<file path="src/rtl/gcl_pkg.sv">
// Shared widths, result types and status types for the GCD/LCM unit.
`default_nettype none

package gcl_pkg;

    // Number of low operand bits that take part in the computation.
    localparam int OPERAND_WIDTH = 16;

    // Fixed widths of the stream fields.
    localparam int FIELD_W = 16;
    localparam int LCM_W   = 32;

    // Effective operand width: the input fields carry 16 bits at most.
    localparam int OP_W  = (OPERAND_WIDTH < FIELD_W) ? OPERAND_WIDTH : FIELD_W;
    localparam int LW    = 2 * OP_W;
    localparam int CNT_W = $clog2(OP_W + 1);

    // Stream payload widths.
    localparam int IN_DATA_W  = 2 * FIELD_W;
    localparam int OUT_DATA_W = FIELD_W + LCM_W;

    typedef struct packed {
        logic               err;
        logic [LCM_W-1:0]   lcm;
        logic [FIELD_W-1:0] gcd;
    } t_result;

    typedef struct packed {
        logic idle;
        logic done;
    } t_seq_stat;

endpackage

`default_nettype wire

</file>
<file path="src/rtl/gcl_addsub.sv">
// Shared adder/subtractor used by the reduction, division and multiply phases of the GCD/LCM sequencer.
`default_nettype none

module gcl_addsub
    import gcl_pkg::*;
(
    input  wire logic [LW-1:0] i_x,
    input  wire logic [LW-1:0] i_y,
    input  wire logic          i_sub,
    output logic      [LW-1:0] o_sum,
    output logic               o_borrow
);

    logic [LW:0] w_full;

    // Subtraction is x + ~y + 1; the carry out is low exactly when x < y.
    assign w_full   = {1'b0, i_x} + {1'b0, (i_y ^ {LW{i_sub}})} + {{LW{1'b0}}, i_sub};
    assign o_sum    = w_full[LW-1:0];
    assign o_borrow = i_sub & ~w_full[LW];

endmodule

`default_nettype wire

</file>
<file path="src/rtl/gcl_seq.sv">
// Sequencer for binary GCD, restoring division and shift-add multiply.
`default_nettype none

module gcl_seq
    import gcl_pkg::*;
(
    input  wire logic               i_clk,
    input  wire logic               i_rst_n,
    input  wire logic               i_start,
    input  wire logic [FIELD_W-1:0] i_operand_a,
    input  wire logic [FIELD_W-1:0] i_operand_b,
    input  wire logic               i_take,
    output t_seq_stat               o_stat,
    output t_result                 o_result
);

    localparam logic [2:0] S_IDLE   = 3'd0;
    localparam logic [2:0] S_ALIGN  = 3'd1;
    localparam logic [2:0] S_REDUCE = 3'd2;
    localparam logic [2:0] S_DIV    = 3'd3;
    localparam logic [2:0] S_MUL    = 3'd4;
    localparam logic [2:0] S_DONE   = 3'd5;

    logic [2:0]       r_state, n_state;
    logic [OP_W-1:0]  r_opa,   n_opa;
    logic [OP_W-1:0]  r_opb,   n_opb;
    logic [OP_W-1:0]  r_x,     n_x;
    logic [OP_W-1:0]  r_y,     n_y;
    logic [CNT_W-1:0] r_k,     n_k;
    logic [CNT_W-1:0] r_cnt,   n_cnt;
    logic [OP_W-1:0]  r_gcd,   n_gcd;
    logic [OP_W-1:0]  r_rem,   n_rem;
    logic [LW-1:0]    r_acc,   n_acc;
    logic [LW-1:0]    r_mcand, n_mcand;
    logic             r_err,   n_err;

    logic [OP_W-1:0]  w_a;
    logic [OP_W-1:0]  w_b;
    logic [OP_W:0]    w_trial;
    logic [LW-1:0]    w_alu_x;
    logic [LW-1:0]    w_alu_y;
    logic             w_alu_sub;
    logic [LW-1:0]    w_alu_sum;
    logic             w_alu_borrow;

    assign w_a     = i_operand_a[OP_W-1:0];
    assign w_b     = i_operand_b[OP_W-1:0];
    assign w_trial = {r_rem, r_x[OP_W-1]};

    // Operand selection for the shared unit.
    always_comb begin
        case (r_state)
            S_DIV: begin
                w_alu_x   = LW'(w_trial);
                w_alu_y   = LW'(r_gcd);
                w_alu_sub = 1'b1;
            end
            S_MUL: begin
                w_alu_x   = r_acc;
                w_alu_y   = r_mcand;
                w_alu_sub = 1'b0;
            end
            default: begin
                w_alu_x   = LW'(r_y);
                w_alu_y   = LW'(r_x);
                w_alu_sub = 1'b1;
            end
        endcase
    end

    gcl_addsub u_addsub (
        .i_x      (w_alu_x),
        .i_y      (w_alu_y),
        .i_sub    (w_alu_sub),
        .o_sum    (w_alu_sum),
        .o_borrow (w_alu_borrow)
    );

    always_comb begin
        n_state = r_state;
        n_opa   = r_opa;
        n_opb   = r_opb;
        n_x     = r_x;
        n_y     = r_y;
        n_k     = r_k;
        n_cnt   = r_cnt;
        n_gcd   = r_gcd;
        n_rem   = r_rem;
        n_acc   = r_acc;
        n_mcand = r_mcand;
        n_err   = r_err;
        case (r_state)
            S_IDLE: begin
                if (i_start) begin
                    n_opa = w_a;
                    n_opb = w_b;
                    n_x   = w_a;
                    n_y   = w_b;
                    n_k   = '0;
                    if (w_a == '0 || w_b == '0) begin
                        n_err   = 1'b1;
                        n_gcd   = '0;
                        n_acc   = '0;
                        n_state = S_DONE;
                    end else begin
                        n_err   = 1'b0;
                        n_state = S_ALIGN;
                    end
                end
            end
            S_ALIGN: begin
                // Strip the common factors of two; they are restored at the end.
                if (!r_x[0] && !r_y[0]) begin
                    n_x = r_x >> 1;
                    n_y = r_y >> 1;
                    n_k = r_k + CNT_W'(1);
                end else begin
                    n_state = S_REDUCE;
                end
            end
            S_REDUCE: begin
                if (!r_x[0]) begin
                    n_x = r_x >> 1;
                end else if (!r_y[0]) begin
                    n_y = r_y >> 1;
                end else if (w_alu_borrow) begin
                    // Keep the smaller odd value in x.
                    n_x = r_y;
                    n_y = r_x;
                end else if (w_alu_sum[OP_W-1:0] == '0) begin
                    n_gcd   = r_x << r_k;
                    n_x     = r_opa;
                    n_rem   = '0;
                    n_cnt   = '0;
                    n_state = S_DIV;
                end else begin
                    n_y = w_alu_sum[OP_W-1:0];
                end
            end
            S_DIV: begin
                // One quotient bit per cycle; x shifts the dividend out and the quotient in.
                if (w_alu_borrow) begin
                    n_rem = w_trial[OP_W-1:0];
                    n_x   = {r_x[OP_W-2:0], 1'b0};
                end else begin
                    n_rem = w_alu_sum[OP_W-1:0];
                    n_x   = {r_x[OP_W-2:0], 1'b1};
                end
                n_cnt = r_cnt + CNT_W'(1);
                if (r_cnt == CNT_W'(OP_W - 1)) begin
                    n_acc   = '0;
                    n_mcand = LW'(r_opb);
                    n_state = S_MUL;
                end
            end
            S_MUL: begin
                if (r_x == '0) begin
                    n_state = S_DONE;
                end else begin
                    if (r_x[0]) begin
                        n_acc = w_alu_sum;
                    end
                    n_x     = r_x >> 1;
                    n_mcand = r_mcand << 1;
                end
            end
            S_DONE: begin
                if (i_take) begin
                    n_state = S_IDLE;
                end
            end
            default: begin
                n_state = S_IDLE;
            end
        endcase
    end

    always_ff @(posedge i_clk) begin
        if (!i_rst_n) begin
            r_state <= S_IDLE;
        end else begin
            r_state <= n_state;
        end
        r_opa   <= n_opa;
        r_opb   <= n_opb;
        r_x     <= n_x;
        r_y     <= n_y;
        r_k     <= n_k;
        r_cnt   <= n_cnt;
        r_gcd   <= n_gcd;
        r_rem   <= n_rem;
        r_acc   <= n_acc;
        r_mcand <= n_mcand;
        r_err   <= n_err;
    end

    assign o_stat.idle   = (r_state == S_IDLE);
    assign o_stat.done   = (r_state == S_DONE);
    assign o_result.err  = r_err;
    assign o_result.gcd  = FIELD_W'(r_gcd);
    assign o_result.lcm  = LCM_W'(r_acc);

    a_start_idle: assert property (@(posedge i_clk) disable iff (!i_rst_n)
        i_start |-> (r_state == S_IDLE))
        else $error("start seen while the sequencer is busy");

    a_reduce_nonzero: assert property (@(posedge i_clk) disable iff (!i_rst_n)
        (r_state == S_REDUCE) |-> (r_x != '0 && r_y != '0))
        else $error("GCD reduction reached a zero operand");

    a_rem_below_gcd: assert property (@(posedge i_clk) disable iff (!i_rst_n)
        (r_state == S_DIV) |-> (r_rem < r_gcd))
        else $error("division remainder not below the divisor");

    a_done_valid: assert property (@(posedge i_clk) disable iff (!i_rst_n)
        ((r_state == S_DONE) && !r_err) |-> (r_gcd != '0 && r_acc != '0))
        else $error("finished without error but with a zero result");

endmodule

`default_nettype wire

</file>
<file path="src/rtl/gcd_lcm_unit_top.sv">
// Top level of the GCD/LCM unit: stream ports, sequencer and result register.
//
//  Channel   Dir  Fields
//  s_axis    in   tdata[15:0] operand_a, tdata[31:16] operand_b
//  m_axis    out  tdata[15:0] gcd_value, tdata[47:16] lcm_value, tuser zero_error
//
// An item occupies the unit for binary GCD steps, then W restoring-division steps, then one
// shift-add step per quotient bit, all through one shared adder. A zero operand skips these
// steps and goes straight to the finished state.
// Reset is synchronous and active low; it clears the sequencer state and the output valid.
// The result sits in an output register, so the next item is accepted while it waits;
// a finished item waits in the sequencer only while that register is still full.
`default_nettype none

module gcd_lcm_unit_top
    import gcl_pkg::*;
(
    input  wire logic                  i_clk,
    input  wire logic                  i_rst_n,
    input  wire logic                  i_s_axis_tvalid,
    output logic                       o_s_axis_tready,
    input  wire logic [IN_DATA_W-1:0]  i_s_axis_tdata,  // operand_a, operand_b
    output logic                       o_m_axis_tvalid,
    input  wire logic                  i_m_axis_tready,
    output logic      [OUT_DATA_W-1:0] o_m_axis_tdata,  // gcd_value, lcm_value
    output logic                       o_m_axis_tuser   // zero_error
);

    t_seq_stat w_stat;
    t_result   w_result;
    logic      w_start;
    logic      w_take;
    logic      r_out_valid;
    t_result   r_out;

    assign o_s_axis_tready = w_stat.idle;
    assign w_start         = i_s_axis_tvalid & w_stat.idle;
    assign w_take          = w_stat.done & (~r_out_valid | i_m_axis_tready);

    gcl_seq u_seq (
        .i_clk       (i_clk),
        .i_rst_n     (i_rst_n),
        .i_start     (w_start),
        .i_operand_a (i_s_axis_tdata[FIELD_W-1:0]),
        .i_operand_b (i_s_axis_tdata[IN_DATA_W-1:FIELD_W]),
        .i_take      (w_take),
        .o_stat      (w_stat),
        .o_result    (w_result)
    );

    always_ff @(posedge i_clk) begin
        if (!i_rst_n) begin
            r_out_valid <= 1'b0;
        end else if (w_take) begin
            r_out_valid <= 1'b1;
        end else if (i_m_axis_tready) begin
            r_out_valid <= 1'b0;
        end
        if (w_take) begin
            r_out <= w_result;
        end
    end

    assign o_m_axis_tvalid = r_out_valid;
    assign o_m_axis_tdata  = {r_out.lcm, r_out.gcd};
    assign o_m_axis_tuser  = r_out.err;

endmodule

`default_nettype wire

</file>
<file path="config.mk">
export PLATFORM = sky130hd
export DESIGN_NAME = gcd_lcm_unit_top
export DESIGN_NICKNAME = d
export VERILOG_FILES = /design/src/rtl/gcl_pkg.sv /design/src/rtl/gcl_addsub.sv /design/src/rtl/gcl_seq.sv /design/src/rtl/gcd_lcm_unit_top.sv
export SDC_FILE = /design/constraint.sdc
export NUM_CORES = 1
export LEC_CHECK = 0
export ABC_AREA = 1
export BUFFER_PORTS_ARGS = -buffer_cell sky130_fd_sc_hd__buf_2
export CAP_MARGIN = 5
export CORE_MARGIN = 4
export CORE_UTILIZATION = 45
export DETAILED_ROUTE_END_ITERATION = 12
export GPL_TIMING_DRIVEN = 0
export SYNTH_ARGS = -nofsm -noshare
export SYNTH_HDL_FRONTEND = slang
export SYNTH_SLANG_ARGS = --single-unit
</file>
<file path="constraint.sdc">
create_clock -name i_clk -period 6.67 [get_ports i_clk]
set_input_delay 1.0005 -clock i_clk [delete_from_list [all_inputs] [get_ports i_clk]]
set_output_delay 1.0005 -clock i_clk [all_outputs]
set_load 0.02 [all_outputs]
</file>
==> metrics.txt, run 1 <==
outcome finished, final reports clean; Mean Syn Cell Area just under 9 um^2; Worst Hold Class flip-flop to flip-flop; initial core utilization between 40% and 50%; Root Buffer Master clkbuf_16; Port-buffer cells 86; Die X 174 um; vias per cell 5.51; synth top area cells edfxtp_1, nand2_1, inv_1; top-count cell post-synth nand2_1; drt total wl 38.2 mm; reg-to-reg startpoint u_seq.r_state[1]; r2r worst-path depth 21; Die ar. slightly above 30000 um^2; Worst-Skew Late Latency 0.53 ns; Core Rows 60; post-CTS resize count 0; CORE AREA roughly 27000 um^2; Warnings, synthesis 0; vias in the first global route between 10000 and 15000; crit path capture type flip-flop; slowest stage delay, CP roughly 0.74 ns; final-report setup violation count 0; Synth Register Bits ~220; Final Critical Period between 6 and 7 ns; sequential area share after synthesis 54.1%; initial antenna violation count 0; Crit Path Class flip-flop to flip-flop; Synth Flop Type edfxtp_1; max_slew headroom about a third; RSZ-0062 raised after global routing false; Max H-tree Level 1; DP Wirelength between 30 and 40 mm; CP bufs+invs 6; first drt pass iteration count 6; Synth top area share a little over half; syn nets roughly 1500; wire per inst about 20 um; total CTS buffers 26; Critical Path Source u_seq.r_state[1]; CP arrival roughly 6.2 ns; Post-route DRC 0; Tcrit/Tclk final approximately nine tenths; worst-path fanout max 15; DR iter-0 viols around 840; via count between 10000 and 15000; Post-synth EDFFs 220; Yosys top cell by area edfxtp_1; final antenna-violating net count 0; Non-Filler Instances 1867; io pins 87; Post-Syn Area ~12000 um^2; DP Cell Count 1821; Post-synth top cells nand2_1, edfxtp_1, inv_1; largest net degree at the start of global routing 34; area growth from synthesis to layout 15.2%; clk sink count ~220; antenna cells 0; Top delay family on crit path compound AO/OA/AOI/OAI gates; GRT Total Usage roughly a quarter; async set-reset flop share out of synthesis 0%; clk_skew approximately 0.015 ns; final slew viol count 0; Worst R2R End u_seq.r_x[10]; first-pass GRT wire length around 58 mm; share of cells above drive strength 1 about an eighth; CTS tree built; Least-Margin Pin Slew 1.02 ns; chip height ~170 um; FMAX between 0.15 and 0.2 GHz; GR Overflow Total 0; CTS Hold Bufs 0; nets 1579; Max stage delay cell, worst path a21oi_2; GPL Wtd Cong between 0.9 and 1; slack of the worst reg-to-reg path between 0.6 and 0.7 ns; Critical Path Sink u_seq.r_x[10]; clock buffer depth 3; CP Depth 21; post-synth cell types 52; Mapped Cells roughly 1400; required time of the worst setup path around 6.8 ns; setup bufs post-CTS 0; critical path startpoint category flip-flop; clk slew on worst S/H paths approximately 0.06 ns; Max Cap Viol 0; CP cell instances buf_4 -> nor2_8 -> nand2_4 -> clkinv_1 -> clkbuf_1 -> clkbuf_1 -> nand2_1 -> o211ai_1 -> ha_1 -> a21oi_1 -> a21oi_1 -> nor2_1 -> nand2_1 -> a21oi_1 -> o21ai_1 -> nand3_1 -> nand2_1 -> inv_2 -> buf_2 -> o21ai_0 -> a21oi_2; Final Hold Fails 0
==> metal layers <==
layer	vias up	global-route usage (%)	wire, um
met2	329	42.8	18200
met4	0	7.03	1140
met3	63	3.32	2160
li1	5045	-	-
met1	4857	33.3	16800
met5	-	0	0
==> cell usage in the layout, fill, tap and decap left out, types with 3 or more instances in the layout <==
cell type  Yosys  routed
nor2_4         1       4
o21ai_1       12      12
o21a_1         5       5
ha_1          34      34
nor4_1        13      13
bufinv_16      0       3
a21boi_0       5       5
clkbuf_16      0      27
buf_1          6       6
buf_2          5      91
o22ai_1       13      13
dfxtp_1        4       4
nand4_1        8       8
nor2_1       148     145
inv_1        154     154
nand3b_1       8       8
o21ai_0       77      77
a21oi_1      113     111
xor2_1         3       3
nor3_1         5       4
o211ai_1      54      54
or2_2          6       6
nand3_2        3       3
clkinv_1       2       5
clkbuf_1      41      48
clkinv_2       0       3
nand2_2        7       7
edfxtp_1     220     220
a221oi_1      14      14
nand3_1       41      41
nand2_1      344     344
buf_6          3       7
inv_2          4       4
==> cell type report <==
cell class	count	area [um^2]
timing repair buffer	94	558
clock inverter	12	140
fill	2530	12700
clock buffer	34	702
sequential	224	6690
tap	341	427
multi-input combinational	944	4860
inverter	161	607
buffer	57	250
==> sequential cells by signal, indices dropped and copies added (netlist names) <==
| signal | flops |
|---|---|
| o_m_axis_tdata | 48 |
| u_seq.r_acc | 32 |
| u_seq.r_mcand | 32 |
| u_seq.r_gcd | 16 |
| u_seq.r_opa | 16 |
| u_seq.r_opb | 16 |
| u_seq.r_rem | 16 |
| u_seq.r_x | 16 |
| u_seq.r_y | 16 |
| u_seq.r_cnt | 5 |
| u_seq.r_k | 5 |
| u_seq.r_state | 3 |
| o_m_axis_tuser | 1 |
| o_m_axis_tvalid | 1 |
| u_seq.r_err | 1 |
==> kinds of logic after synthesis <==
family | Yosys count | synth area share (%)
AOI/OAI and AO/OA | 310 | 14.8
xor gates and xnor gates | 4 | 0.283
adders and majority gates | 35 | 3.60
buffers and inverters | 218 | 6.93
DFF | 224 | 54.1
muxes | 2 | 0.162
and+or+nand+nor | 593 | 20.1
==> worst register-to-register path, delay by kind of cell (launching register included) <==
kind	cells	cell delay [ns]
buffers and inverters	6	2.02
adder cells (fa/ha/maj)	1	0.32
AND/OR/NAND/NOR	7	0.92
AO/OA/AOI/OAI	7	2.04
flip-flops	1	0.29
==> per-stage QoR <==
| stage | cell area (um^2) | hold slack, ns | util (%) | setup TNS, ns | setup WS [ns] |
|---|---|---|---|---|---|
| 6_report | 14200 | 0.416 | 52.8 | 0 | 0.661 |
| 5_1_grt | 14200 | 0.445 | 52.8 | 0 | 0.204 |
| 4_1_cts | 14200 | 0.419 | 52.8 | 0 | 0.715 |
| 3_5_place_dp | 13400 | 0.406 | 49.7 | 0 | 0.727 |
| 3_3_place_gp | 13200 | 0.407 | 49.0 | -14.07 | -0.343 |
| 2_1_floorplan | 12400 | 0.400 | - | 0 | 2.15 |
==> worst min-delay path by stage <==
stage                     start             end  slack [ns]  cells past startpoint
CTS                 u_seq.r_err  o_m_axis_tuser        0.42                      0
detailed placement  u_seq.r_err  o_m_axis_tuser        0.41                      0
global route        u_seq.r_err  o_m_axis_tuser        0.44                      0
finish              u_seq.r_err  o_m_axis_tuser        0.42                      0
floorplan           u_seq.r_err  o_m_axis_tuser        0.40                      0
global placement    u_seq.r_err  o_m_axis_tuser        0.41                      0
Power of run 1 is left out: the tool's default activity adds up to more than one toggle a clock period on the data nets, which glitch-free logic cannot reach.
==> run 2: changes to the inputs <==
--- a/config.mk
+++ b/config.mk
@@ -5,7 +5,6 @@
 export SDC_FILE = /design/constraint.sdc
 export NUM_CORES = 1
 export LEC_CHECK = 0
-export ABC_AREA = 1
 export BUFFER_PORTS_ARGS = -buffer_cell sky130_fd_sc_hd__buf_2
 export CAP_MARGIN = 5
 export CORE_MARGIN = 4
==> run 2 against run 1 <==
Against the previous run:
- setup slack got worse by 0.45 ns
- synthesized area rose by 2.1%
- synthesized cell count fell by 12%
- worst hold slack improved by 0.027 ns
- register-to-register slack got worse by 0.45 ns
- via count rose by 0.24%
- sequential share of layout area fell by 0.72 points
- critical path depth fell by 1
- utilization fell by 0.63 points
==> metrics.txt, run 2 <==
outcome finished, final reports clean; async set-reset flop share out of synthesis 0%; wire length on met1 between 15 and 20 mm; Port-buffer cells 86; synth top area cells edfxtp_1, nand2_1, ha_1; Synth Flop Type edfxtp_1; initial core utilization between 40% and 50%; top-count cell post-synth edfxtp_1; Crit Path Class flip-flop to flip-flop; Max Cap Viol 0; max reg flops 48; Worst R2R End u_seq.r_rem[13]; worst hold start u_seq.r_err; Synth top area share between 50% and 60%; met2 WL 18.1 mm; Root Buffer Master clkbuf_16; Final Critical Period about 6.5 ns; multi-input logic area 5520 um^2; slack of the worst reg-to-reg path 0.21 ns; Mean Syn Cell Area roughly 10 um^2; Core Rows 61; drt total wl ~39 mm; final slew viol count 0; wire per inst ~22 um; metal3 WL roughly 2.8 mm; required time of the worst setup path 6.90 ns; Highest Signal Layer met4; max_slew headroom 37.8%; vias per cell approximately 6; initial antenna violation count 0; r2r worst-path depth 20; Tcrit/Tclk final a little under 100%; clk_skew roughly 0.013 ns; fillers 2534; final-report setup violation count 0; clock buffer depth 3; hold depth 0; Die ar. roughly 30000 um^2; RSZ-0062 raised after global routing false; FMAX 0.155 GHz; Worst-Skew Late Latency approximately 0.53 ns; Die X roughly 180 um; GRT Total Usage between 20% and 30%; Post-synth EDFFs 220; clk slew on worst S/H paths about 0.06 ns; nets ~1400; post-synth cell types 74; final antenna-violating net count 0; area growth from synthesis to layout 14.6%; Warnings, synthesis 0; io pins just under 90; share of cells above drive strength 1 ~13%; first-pass GRT wire length 58.3 mm; clk sink count around 220; crit path capture type flip-flop; syn nets around 1300; CORE AREA around 28000 um^2; DR iter-0 viols about 1100; worst hold slack about 0.44 ns; Yosys top cell by area edfxtp_1; Post-route DRC 0; chip height 175 um; commonest non-fill, non-tap cell in the layout edfxtp_1; largest net degree at the start of global routing 36; CTS tree built; vias in the first global route about 9800; Post-Syn Area 12600 um^2; sequential area share after synthesis 53.0%; reg-to-reg startpoint u_seq.r_state[2]; first drt pass iteration count 5; GPL Wtd Cong 0.981; most frequent cells in the layout edfxtp_1, nand2_1, nor2_1; CP arrival approximately 6.7 ns; Least-Margin Pin Slew between 0.9 and 1 ns; critical path startpoint category flip-flop; WHS Endpoint o_m_axis_tuser; total CTS buffers 25; via count between 10000 and 15000; worst-path fanout max 16; Synth Register Bits between 200 and 250; Worst Hold Class flip-flop to flip-flop; Post-synth top cells edfxtp_1, nand2_1, nor2_1; Mapped Cells ~1200; Final Hold Fails 0; register area approximately 6700 um^2; DP Wirelength 29.1 mm; Max H-tree Level 1; setup bufs post-CTS 0; CTS Hold Bufs 0; GR Overflow Total 0
[run 2: cells by family (layout without fill, tap and decap cells)]
kind of cell | count (synthesis) | after routing | synth area share [%]
and+or+nand+nor | 485 | 485 | 18.2
AOI/OAI and AO/OA | 284 | 284 | 15.3
xor gates and xnor gates | 28 | 28 | 1.94
buffers and inverters | 110 | 244 | 3.54
DFF | 224 | 224 | 53.0
muxes | 51 | 51 | 4.54
other | 0 | 1 | 0
adders and majority gates | 35 | 35 | 3.53
[run 2: final cells by class]
class	count	area share, %
well taps	378	3.27
repair buffers	92	3.64
clock buffers	31	4.48
clock inverters	12	1.06
flip-flops and latches	224	46.3
multi-input cells	883	38.2
plain buffers	92	2.63
inverters	17	0.441
diodes	1	0.0173
[run 2: timing repair]
action	CTS	global route
hold endpoints to repair	0	0
resized for setup	0	4
endpoints found under the setup margin	0	59
[run 2: worst max-delay path by stage]
stage	startpoint	end	slack, ns	cells after the start
after floorplan	u_seq.r_state[0]	u_seq.r_y[10]	1.34	18
after global placement	u_seq.r_state[2]	u_seq.r_y[10]	-0.98	16
after detailed placement	u_seq.r_state[0]	u_seq.r_gcd[15]	0.26	18
after CTS	u_seq.r_state[0]	u_seq.r_gcd[15]	0.21	18
after global routing	u_seq.r_state[2]	u_seq.r_cnt[1]	0.05	20
final	u_seq.r_state[2]	u_seq.r_rem[13]	0.21	20
[run 2: through the flow]
step                      area [um^2]  utilization, %  setup slack (ns)  cells  TNS [ns]
final                           14500            52.2             0.206   1730         0
after global routing            14500            52.2            0.0481   1729         0
after CTS                       14500            52.2             0.207   1730         0
after detailed placement        13700            49.3             0.257   1687         0
after global placement          13500            48.8            -0.979   1681    -49.16
after floorplan                 12600               -              1.34   1217         0
[run 2: routing by layer]
metal  vias to the layer above  track usage (%)
met3                        75             3.34
met4                         0             8.64
met1                      4976             33.3
met5                         -                0
li1                       4799                -
met2                       469             40.9
[run 2: critical path, stage by stage, from the launching register on]
cell	delay, ns
dfxtp_1	0.48
inv_1	0.21
nor3_1	0.66
buf_4	0.27
clkbuf_1	0.64
nand2_1	0.21
nand2_1	0.15
ha_1	0.24
buf_2	0.17
and3_1	0.20
a221oi_4	0.37
o21ai_0	0.18
xnor2_1	0.41
nand4_1	0.18
a211oi_1	0.28
and4_1	0.29
buf_4	0.21
buf_6	0.16
a21oi_1	0.09
nor2_2	0.51
buf_16	0.23
Power of run 2 is left out for the same reason.
==> run 3: changes to the inputs <==
--- a/config.mk
+++ b/config.mk
@@ -11,6 +11,7 @@
 export CORE_UTILIZATION = 45
 export DETAILED_ROUTE_END_ITERATION = 12
 export GPL_TIMING_DRIVEN = 0
+export RECOVER_POWER = 100
 export SYNTH_ARGS = -nofsm -noshare
 export SYNTH_HDL_FRONTEND = slang
 export SYNTH_SLANG_ARGS = --single-unit
==> run 3 against run 2 <==
Against the previous run:
- the flow now finishes with violations (max-capacitance violations, max-slew violations)
- register-to-register slack better by 0.05 ns
- fmax up 0.81%
- non-clock buffer count unchanged
- first-iteration DRC count up 0.87%
- critical path type unchanged
- largest cell class unchanged
- highest routed layer unchanged
==> metrics.txt, run 3 (synthesis gave the netlist of run 2 again) <==
required time of the worst setup path ~6.9 ns; DP Wirelength approximately 29 mm; power share of the sequential group 26.1%; Post-DP Area ~14000 um^2; Least-Margin Pin Slew ~2.7 ns; outcome finished with violations; register area between 6000 and 7000 um^2; crit path capture type flip-flop; CP arrival 6.63 ns; Final Critical Period around 6.4 ns; GRT Total Usage around 25%; fillers roughly 2600; most frequent cells in the layout edfxtp_1, nand2_1, clkbuf_1; Max H-tree Level 1; Design Area, Final around 14000 um^2; Critical Path Source u_seq.r_state[2]; share of cells above drive strength 1 between 6 and 7%; Port-buffer cells between 80 and 90; Core Rows 61; worst hold start u_seq.r_err; RSZ-0062 raised after global routing false; final antenna-violating net count 0; worst vdd ir about 0.27 mV; critical path startpoint category flip-flop; first-pass GRT wire length between 50 and 60 mm; Tcrit/Tclk final just under 100%; initial antenna violation count 0; reg-to-reg startpoint u_seq.r_state[2]; CTS tree built; leakage 5.28 nW; clk sink count 224; vias in the first global route a little under 10000; final-report setup violation count 0; Max Cap Viol 4; max_slew headroom -80.0%; vias per cell 5.94; Crit Path Class flip-flop to flip-flop; slack of the worst reg-to-reg path 0.26 ns; Worst Hold Class flip-flop to flip-flop; wire per inst approximately 22 um; CTS Hold Bufs 0; Post-route DRC 0; multi-input logic area 5450 um^2; Worst R2R End u_seq.r_y[7]; via count 10300; Worst-Skew Late Latency ~0.53 ns; worst-path fanout max 12; GPL Wtd Cong about 0.98; r2r worst-path depth 18; max reg flops 48; Root Buffer Master clkbuf_16; total CTS buffers 25; Comb power frac about three fifths; clk_skew roughly 0.010 ns; largest net degree at the start of global routing 36; antenna cells 0; Util after Layout between 50% and 60%; GR Overflow Total 0; clock buffer depth 3; CORE AREA roughly 28000 um^2; clk slew on worst S/H paths about 0.060 ns; final slew viol count 121; hold depth 0; DR iter-0 viols ~1200; Pint approximately 0.0046 W; FMAX 0.156 GHz; pwr/cell area around 610 nW/um^2; initial core utilization 45.5%; Final Hold Fails 0; Psw 0.00414 W; area growth from synthesis to layout 12.8%; Die X between 150 and 200 um; Sw Ratio approximately 47%; Die ar. 30800 um^2; chip height 175 um; first drt pass iteration count 5; commonest non-fill, non-tap cell in the layout edfxtp_1; WHS Endpoint o_m_axis_tuser; nets 1406; violated checks max-capacitance violations, max-slew violations; clock power share 15.8%; drt total wl about 40 mm; io pins 87
[run 3: cell count changes in the layout (fill, tap and decap cells not counted), moves of 2 or more]
cell,delta
o21ai_1,-6
clkbuf_1,+94
nor2_4,-3
buf_8,-2
buf_1,-5
o311ai_0,+3
buf_4,-2
buf_2,-85
o21ai_0,+6
o311ai_1,-2
and2_0,+2
nor2_1,+3
[run 3: power by group through the flow]
stage / clock [W] / combinational (W) / sequential [W]
after global placement: 0 / 0.00496 / 0.00230
after floorplan: 0 / 0.00356 / 0.00224
after global routing: 0.00145 / 0.00549 / 0.00231
after detailed placement: 0 / 0.00501 / 0.00229
after CTS: 0.00140 / 0.00505 / 0.00226
final: 0.00138 / 0.00507 / 0.00228
[run 3: layer usage]
metal	routed length (um)	global-route usage [%]	vias up
met5	0	0	-
met4	1490	8.64	0
met3	2700	3.34	67
met2	18200	40.9	453
met1	16500	33.3	4975
li1	-	-	4779
[run 3: how the worst max path moves through the flow]
stage	slack (ns)	depth (start not counted)	to
after global placement	-0.98	16	u_seq.r_y[10]
after global routing	0.03	18	u_seq.r_y[8]
after floorplan	1.34	18	u_seq.r_y[10]
final	0.26	18	u_seq.r_y[7]
after CTS	0.21	18	u_seq.r_gcd[15]
after detailed placement	0.26	18	u_seq.r_gcd[15]
[run 3: cell type report]
class / instances / area share (%)
clock inverters: 12 / 1.07
clock buffers: 31 / 4.55
repair buffers: 92 / 2.67
plain buffers: 92 / 2.61
inverters: 17 / 0.448
well taps: 378 / 3.32
flip-flops and latches: 224 / 47.0
multi-input cells: 883 / 38.3
[run 3: critical path, stage by stage, from the launching register on]
cell	delay (ns)
dfxtp_1	0.47
inv_1	0.20
nor3_1	0.67
buf_4	0.28
clkbuf_1	0.64
nand2_1	0.21
nand2_1	0.15
ha_1	0.24
buf_2	0.17
and3_1	0.20
a221oi_4	0.36
o211ai_1	0.24
a31oi_2	0.39
nor2_1	0.14
a211oi_2	0.54
buf_2	0.34
nor4_1	0.14
nor3_2	0.37
clkbuf_4	0.34
[run 3: per-stage QoR]
step / setup slack (ns) / cells / hold slack (ns) / TNS (ns) / power [W]
after floorplan: 1.34 / 1217 / 0.400 / 0 / 0.00581
after global placement: -0.979 / 1681 / 0.425 / -49.16 / 0.00726
after detailed placement: 0.257 / 1687 / 0.440 / 0 / 0.00730
after CTS: 0.207 / 1730 / 0.439 / 0 / 0.00871
after global routing: 0.0254 / 1729 / 0.451 / 0 / 0.00925
final: 0.259 / 1729 / 0.448 / 0 / 0.00873
[run 3: what timing repair did]
item | CTS | global route
gates resized for setup | 0 | 4
buffers inserted | 0 | 0
setup endpoints to repair | 0 | 59
Note: power is estimated with default switching activity, not from simulation.
